File: config.mk
export PLATFORM = sky130hd
export DESIGN_NAME = sbt_div
export DESIGN_NICKNAME = d
export VERILOG_FILES = /design/src/hdl/sbt_pkg.sv /design/src/hdl/sbt_div.sv
export VERILOG_INCLUDE_DIRS = /design/src /design/src/hdl
export SDC_FILE = /design/constraint.sdc
export NUM_CORES = 1
export LEC_CHECK = 0
export ABC_AREA = 1
export BUFFER_PORTS_ARGS = -buffer_cell sky130_fd_sc_hd__buf_2
export CAP_MARGIN = 40
export CORE_UTILIZATION = 60
export CTS_CLUSTER_DIAMETER = 120
export DETAILED_ROUTE_END_ITERATION = 10
export PLACE_DENSITY_LB_ADDON = 0.25
export SLEW_MARGIN = 25
export SYNTH_ARGS = -nofsm -noshare
export SYNTH_HDL_FRONTEND = slang
export SYNTH_SLANG_ARGS = --single-unit
File: constraint.sdc
create_clock -name i_clk -period 6.1 [get_ports i_clk]
set_clock_uncertainty 0.2 [all_clocks]
set_input_delay 1.22 -clock i_clk [delete_from_list [all_inputs] [get_ports i_clk]]
set_output_delay 1.22 -clock i_clk [all_outputs]
set_load 0.05 [all_outputs]
File: src/hdl/sorted_breakpoint_table_interp_core_assert.svh
// assertion macros shared by the breakpoint table modules
`ifndef SORTED_BREAKPOINT_TABLE_INTERP_CORE_ASSERT_SVH
`define SORTED_BREAKPOINT_TABLE_INTERP_CORE_ASSERT_SVH

// property that must hold whenever reset is released
`define SBT_ASSERT(label, prop, msg) \
    label: assert property (@(posedge i_clk) disable iff (!i_rst_n) prop) \
        else $error(msg);

// property that must hold even during reset
`define SBT_ASSERT_ALWAYS(label, prop, msg) \
    label: assert property (@(posedge i_clk) prop) else $error(msg);

`endif

File: src/hdl/sbt_pkg.sv
package sbt_pkg;
    localparam int Capacity = 64;
    localparam int AddrW    = $clog2(Capacity);
    localparam int CountW   = $clog2(Capacity + 1);

    localparam logic [1:0] ACT_SET    = 2'd0;
    localparam logic [1:0] ACT_REMOVE = 2'd1;
    localparam logic [1:0] ACT_CLEAR  = 2'd2;
    localparam logic [1:0] ACT_LOOKUP = 2'd3;

    localparam logic [1:0] ST_OK       = 2'd0;
    localparam logic [1:0] ST_NOTFOUND = 2'd1;
    localparam logic [1:0] ST_FULL     = 2'd2;
    localparam logic [1:0] ST_EMPTY    = 2'd3;

    // request to the divider: off * mag / span, all unsigned
    typedef struct packed {
        logic        start;
        logic [32:0] off;
        logic [32:0] mag;
        logic [32:0] span;
    } t_div_req;

    typedef struct packed {
        logic        done;
        logic [65:0] quo;
    } t_div_rsp;
endpackage

File: src/hdl/sbt_div.sv
// shift-add multiply, then restoring division, one bit a cycle
module sbt_div (
    input  logic              i_clk,
    input  logic              i_rst_n,
    input  sbt_pkg::t_div_req i_req,
    output sbt_pkg::t_div_rsp o_rsp
);
    import sbt_pkg::*;
    `include "sorted_breakpoint_table_interp_core_assert.svh"

    localparam logic [1:0] S_IDLE = 2'd0;
    localparam logic [1:0] S_MUL  = 2'd1;
    localparam logic [1:0] S_DIV  = 2'd2;
    localparam logic [1:0] S_DONE = 2'd3;

    logic [1:0]  r_state, n_state;
    logic [6:0]  r_cnt, n_cnt;
    logic [65:0] r_acc, n_acc;     // product, then quotient
    logic [32:0] r_mcand, n_mcand;
    logic [32:0] r_mplier, n_mplier;
    logic [32:0] r_span, n_span;
    logic [33:0] r_rem, n_rem;
    logic [33:0] w_trial;

    always_comb begin
        n_state  = r_state;
        n_cnt    = r_cnt;
        n_acc    = r_acc;
        n_mcand  = r_mcand;
        n_mplier = r_mplier;
        n_span   = r_span;
        n_rem    = r_rem;
        w_trial  = {r_rem[32:0], r_acc[65]} - {1'b0, r_span};
        case (r_state)
            S_IDLE: begin
                if (i_req.start) begin
                    n_acc    = '0;
                    n_mcand  = i_req.off;
                    n_mplier = i_req.mag;
                    n_span   = i_req.span;
                    n_cnt    = 7'd33;
                    n_state  = S_MUL;
                end
            end
            S_MUL: begin
                n_acc = {r_acc[64:0], 1'b0} + (r_mplier[32] ? {33'd0, r_mcand} : 66'd0);
                n_mplier = {r_mplier[31:0], 1'b0};
                n_cnt = r_cnt - 7'd1;
                if (r_cnt == 7'd1) begin
                    n_cnt   = 7'd66;
                    n_rem   = '0;
                    n_state = S_DIV;
                end
            end
            S_DIV: begin
                if (!w_trial[33]) begin
                    n_rem = w_trial;
                    n_acc = {r_acc[64:0], 1'b1};
                end else begin
                    n_rem = {r_rem[32:0], r_acc[65]};
                    n_acc = {r_acc[64:0], 1'b0};
                end
                n_cnt = r_cnt - 7'd1;
                if (r_cnt == 7'd1) begin
                    n_state = S_DONE;
                end
            end
            S_DONE: n_state = S_IDLE;
            default: n_state = S_IDLE;
        endcase
    end

    always_ff @(posedge i_clk) begin
        if (!i_rst_n) begin
            r_state <= S_IDLE;
            r_cnt   <= '0;
        end else begin
            r_state <= n_state;
            r_cnt   <= n_cnt;
        end
        r_acc    <= n_acc;
        r_mcand  <= n_mcand;
        r_mplier <= n_mplier;
        r_span   <= n_span;
        r_rem    <= n_rem;
    end

    assign o_rsp.done = (r_state == S_DONE);
    assign o_rsp.quo  = r_acc;

    `SBT_ASSERT(a_div_start_idle, i_req.start |-> r_state == S_IDLE, "divider started while busy")
    `SBT_ASSERT(a_div_done_once, o_rsp.done |=> !o_rsp.done, "divider done held two cycles")
    `SBT_ASSERT(a_div_cnt_live, (r_state == S_MUL || r_state == S_DIV) |-> r_cnt != 7'd0, "divider count ran out")
endmodule

==> summary.txt <==
Placement
  • Placer Congestion: ~1
  • Inst Count DP: 2662
  • DP HPWL: 32800 um
  • Placed cell areas: between 0.015 and 0.02 mm^2
  • Number of buffers added on ports: 168
  • DP Worst Slack: just under 3 ns

Critical path
  • Crit end category: flip-flop
  • CP startpoint: r_mplier[32]$_DFFE_PP_
  • R2R Setup Slk: roughly 2.8 ns
  • Critical setup path kind: reg2reg
  • Critical path's top delay family: simple AND/OR/NAND/NOR gates
  • Crit-path slowest cell: edfxtp_1
  • CP Max Fanout: 13
  • Largest stage delay, worst path: 0.70 ns
  • Worst Path Buf+Inv: 2
  • WP data arrival: 3.36 ns
  • Crit-path cells: nand2_1 -> inv_1 -> ha_1 -> inv_1 -> fa_1 -> nor2_1 -> nand2_1 -> nand3_1 -> nand3_1 -> nand2_1 -> nand2_1 -> nand2_1 -> nand2_1 -> nand2_1 -> nand2_1 -> nand2_1 -> a21oi_1
  • CP required: 6.18 ns
  • CP most frequent cell: nand2_1
  • Reg2reg start: r_mplier[32]$_DFFE_PP_
  • Worst setup SP type: flip-flop

Clock network
  • Number of H-tree levels: 1
  • Post-CTS sizing: 0
  • Clock Pin Slew Worst Setup and Hold Paths: 0.06 ns
  • TritonCTS Buffers: 24
  • TritonCTS clock tree: done
  • Worst skew pair latency: 0.53 ns
  • CTS Root Cell: clkbuf_16
  • CTS hold repair buffers: 0
  • CTS max path bufs: 3
  • Setup Fix Bufs, Post-CTS: 0
  • CTS Sinks: 207

Detailed routing
  • Drt first pass iters: 6
  • Initial DRC count: 1302
  • Post-Route WL: 43800 um
  • Drt wl/cell: approximately 16 um
  • Vias: 14500
  • DRC errors left: 0
  • Vias per cell: around 5.4
  • Post-route ant nets: 0

STA
  • Fin crit share: 53.9%
  • Slew HR: 54.7%
  • Pins over their slew limit: 0
  • Worst-margin pin slew: about 0.68 ns
  • Final Hold Fails: 0
  • Hold slack: 0.295 ns
  • PnR worst setup slack: between 2 and 3 ns
  • Endpoints failing setup: 0
  • Final setup TNS: 0 ns
  • Max Fclk: 0.304 GHz
  • RSZ-0062 raised after global routing: no
  • Clock period minus final worst setup slack: 3.29 ns

Logic synthesis
  • Net count after synthesis: 2377
  • Yosys reg bits: approximately 210
  • Register area share after synthesis: 40.4%
  • Avg Inst Size Synth: 6.90 um^2
  • Mapped Cells: 2201
  • Ys Warns: 0
  • Netlist cell types: 43
  • Synthesized cell area: 0.0152 mm^2

Power and ir drop
  • P_leak: 8.75 nW
  • Pwr dens: 560 mW/mm^2
  • Design Power: 9.66 mW
  • VDD IR max: 0.000887 V

Hold path
  • Hold path startpoint: r_cnt[2]$_SDFFE_PN0P_
  • HP Class: reg2reg

Global route
  • First-pass GRT wire length: 69800 um
  • Largest net degree at the start of global routing: 61
  • GRT Total Usage: 33.7%
  • Vias in the first global route: 14100
  • GRT Residual Overflow: 0
  • Initial antenna violation count: 0

Finish
  • Util after Layout: 70.2%
  • Area delta synth->final: 13.5%
  • Layout cells sized above 1: 11.5%
  • Commonest cells after routing, fill and taps aside: nand2_1, inv_1, nor2_1
  • Fill cells: 2114
  • Most common cell after layout, fill and taps aside: nand2_1
  • Filler-free cell count of the finished design: 2705
  • Layout Cell Area excl Fill: approximately 0.017 mm^2
  • Nets: 2540
  • # diodes: 0

Floorplan
  • Core ar.: 0.0245 mm^2
  • Row count: 57
  • Die height: 161 um
  • Starting Density: 61.9%
  • IO Pins: 169
  • Die area: 0.0259 mm^2
  • Die width: 161 um

Status
  • Run status: complete, no violations

Run
  • Max-Cap Viols: 0
## report_power, final
part	internal, mW	leakage [nW]	total (mW)	switching [mW]
Sequential	2.31	2.05	2.76	0.445
Clock	0.919	0.398	1.53	0.612
Combinational	1.50	6.30	5.37	3.87
Total	4.73	8.75	9.66	4.93
## cell families after synthesis
group	synth area share [%]
AO/OA/AOI/OAI	8.09
XOR/XNOR	1.21
adder cells (fa/ha/maj)	6.20
buffers and inverters	10.2
flip-flops	40.4
AND/OR/NAND/NOR	33.9
## final cells by class
cell class	count	area (um^2)	area share (%)
inverter	359	1350	7.83
multi-input combinational	1592	7540	43.7
timing repair buffer	180	983	5.71
sequential	207	6130	35.6
clock buffer	28	637	3.70
clock inverter	15	191	1.11
tap	324	405	2.35
## flip-flops by register name, indices dropped and copies added, names as in the netlist
signal and count:
r_mcand 33, r_cnt 7, r_acc 66, r_state 2, r_span 33, r_rem 33, r_mplier 33
## per-layer routing
layer	part of all wire, %	global-route usage [%]	vias to the layer above	routed length [um]
li1	-	-	7240	-
met1	40	42.0	6602	17600
met2	49	60.4	554	21600
met3	6.6	3.42	111	2900
met4	3.8	12.6	0	1660
met5	0	0	-	0
## Yosys cell counts, drive strengths merged
cell | count | area share, %
a21o | 5 | 0.25
nand3b | 13 | 0.64
o211ai | 1 | 0.049
ha | 72 | 5.9
nand3 | 77 | 2.7
xnor2 | 2 | 0.12
o21a | 1 | 0.049
nor2 | 221 | 5.8
a21boi | 1 | 0.049
o21ai | 66 | 2.2
a2bb2oi | 1 | 0.058
and2 | 4 | 0.16
a21oi | 145 | 4.9
edfxtp | 198 | 39
nand4 | 17 | 0.70
dfxtp | 9 | 1.2
inv | 358 | 8.9
clkinv | 1 | 0.025
nand2b | 2 | 0.082
a221oi | 1 | 0.058
nand2 | 899 | 23
a311oi | 1 | 0.058
o21bai | 7 | 0.35
xor2 | 19 | 1.1
fa | 2 | 0.26
clkbuf | 32 | 0.79
buf | 11 | 0.57
nor3 | 18 | 0.59
nor3b | 1 | 0.049
or2 | 15 | 0.62
o211a | 1 | 0.066
## final timing paths
path / end / cells past startpoint
worst max-delay path: r_acc[61]$_DFFE_PP_ / 17
worst min-delay path: r_cnt[2]$_SDFFE_PN0P_ / 1
worst max register to register: r_acc[61]$_DFFE_PP_ / 17
worst min register to register: r_cnt[2]$_SDFFE_PN0P_ / 1
(Power assumes the default switching activity.)
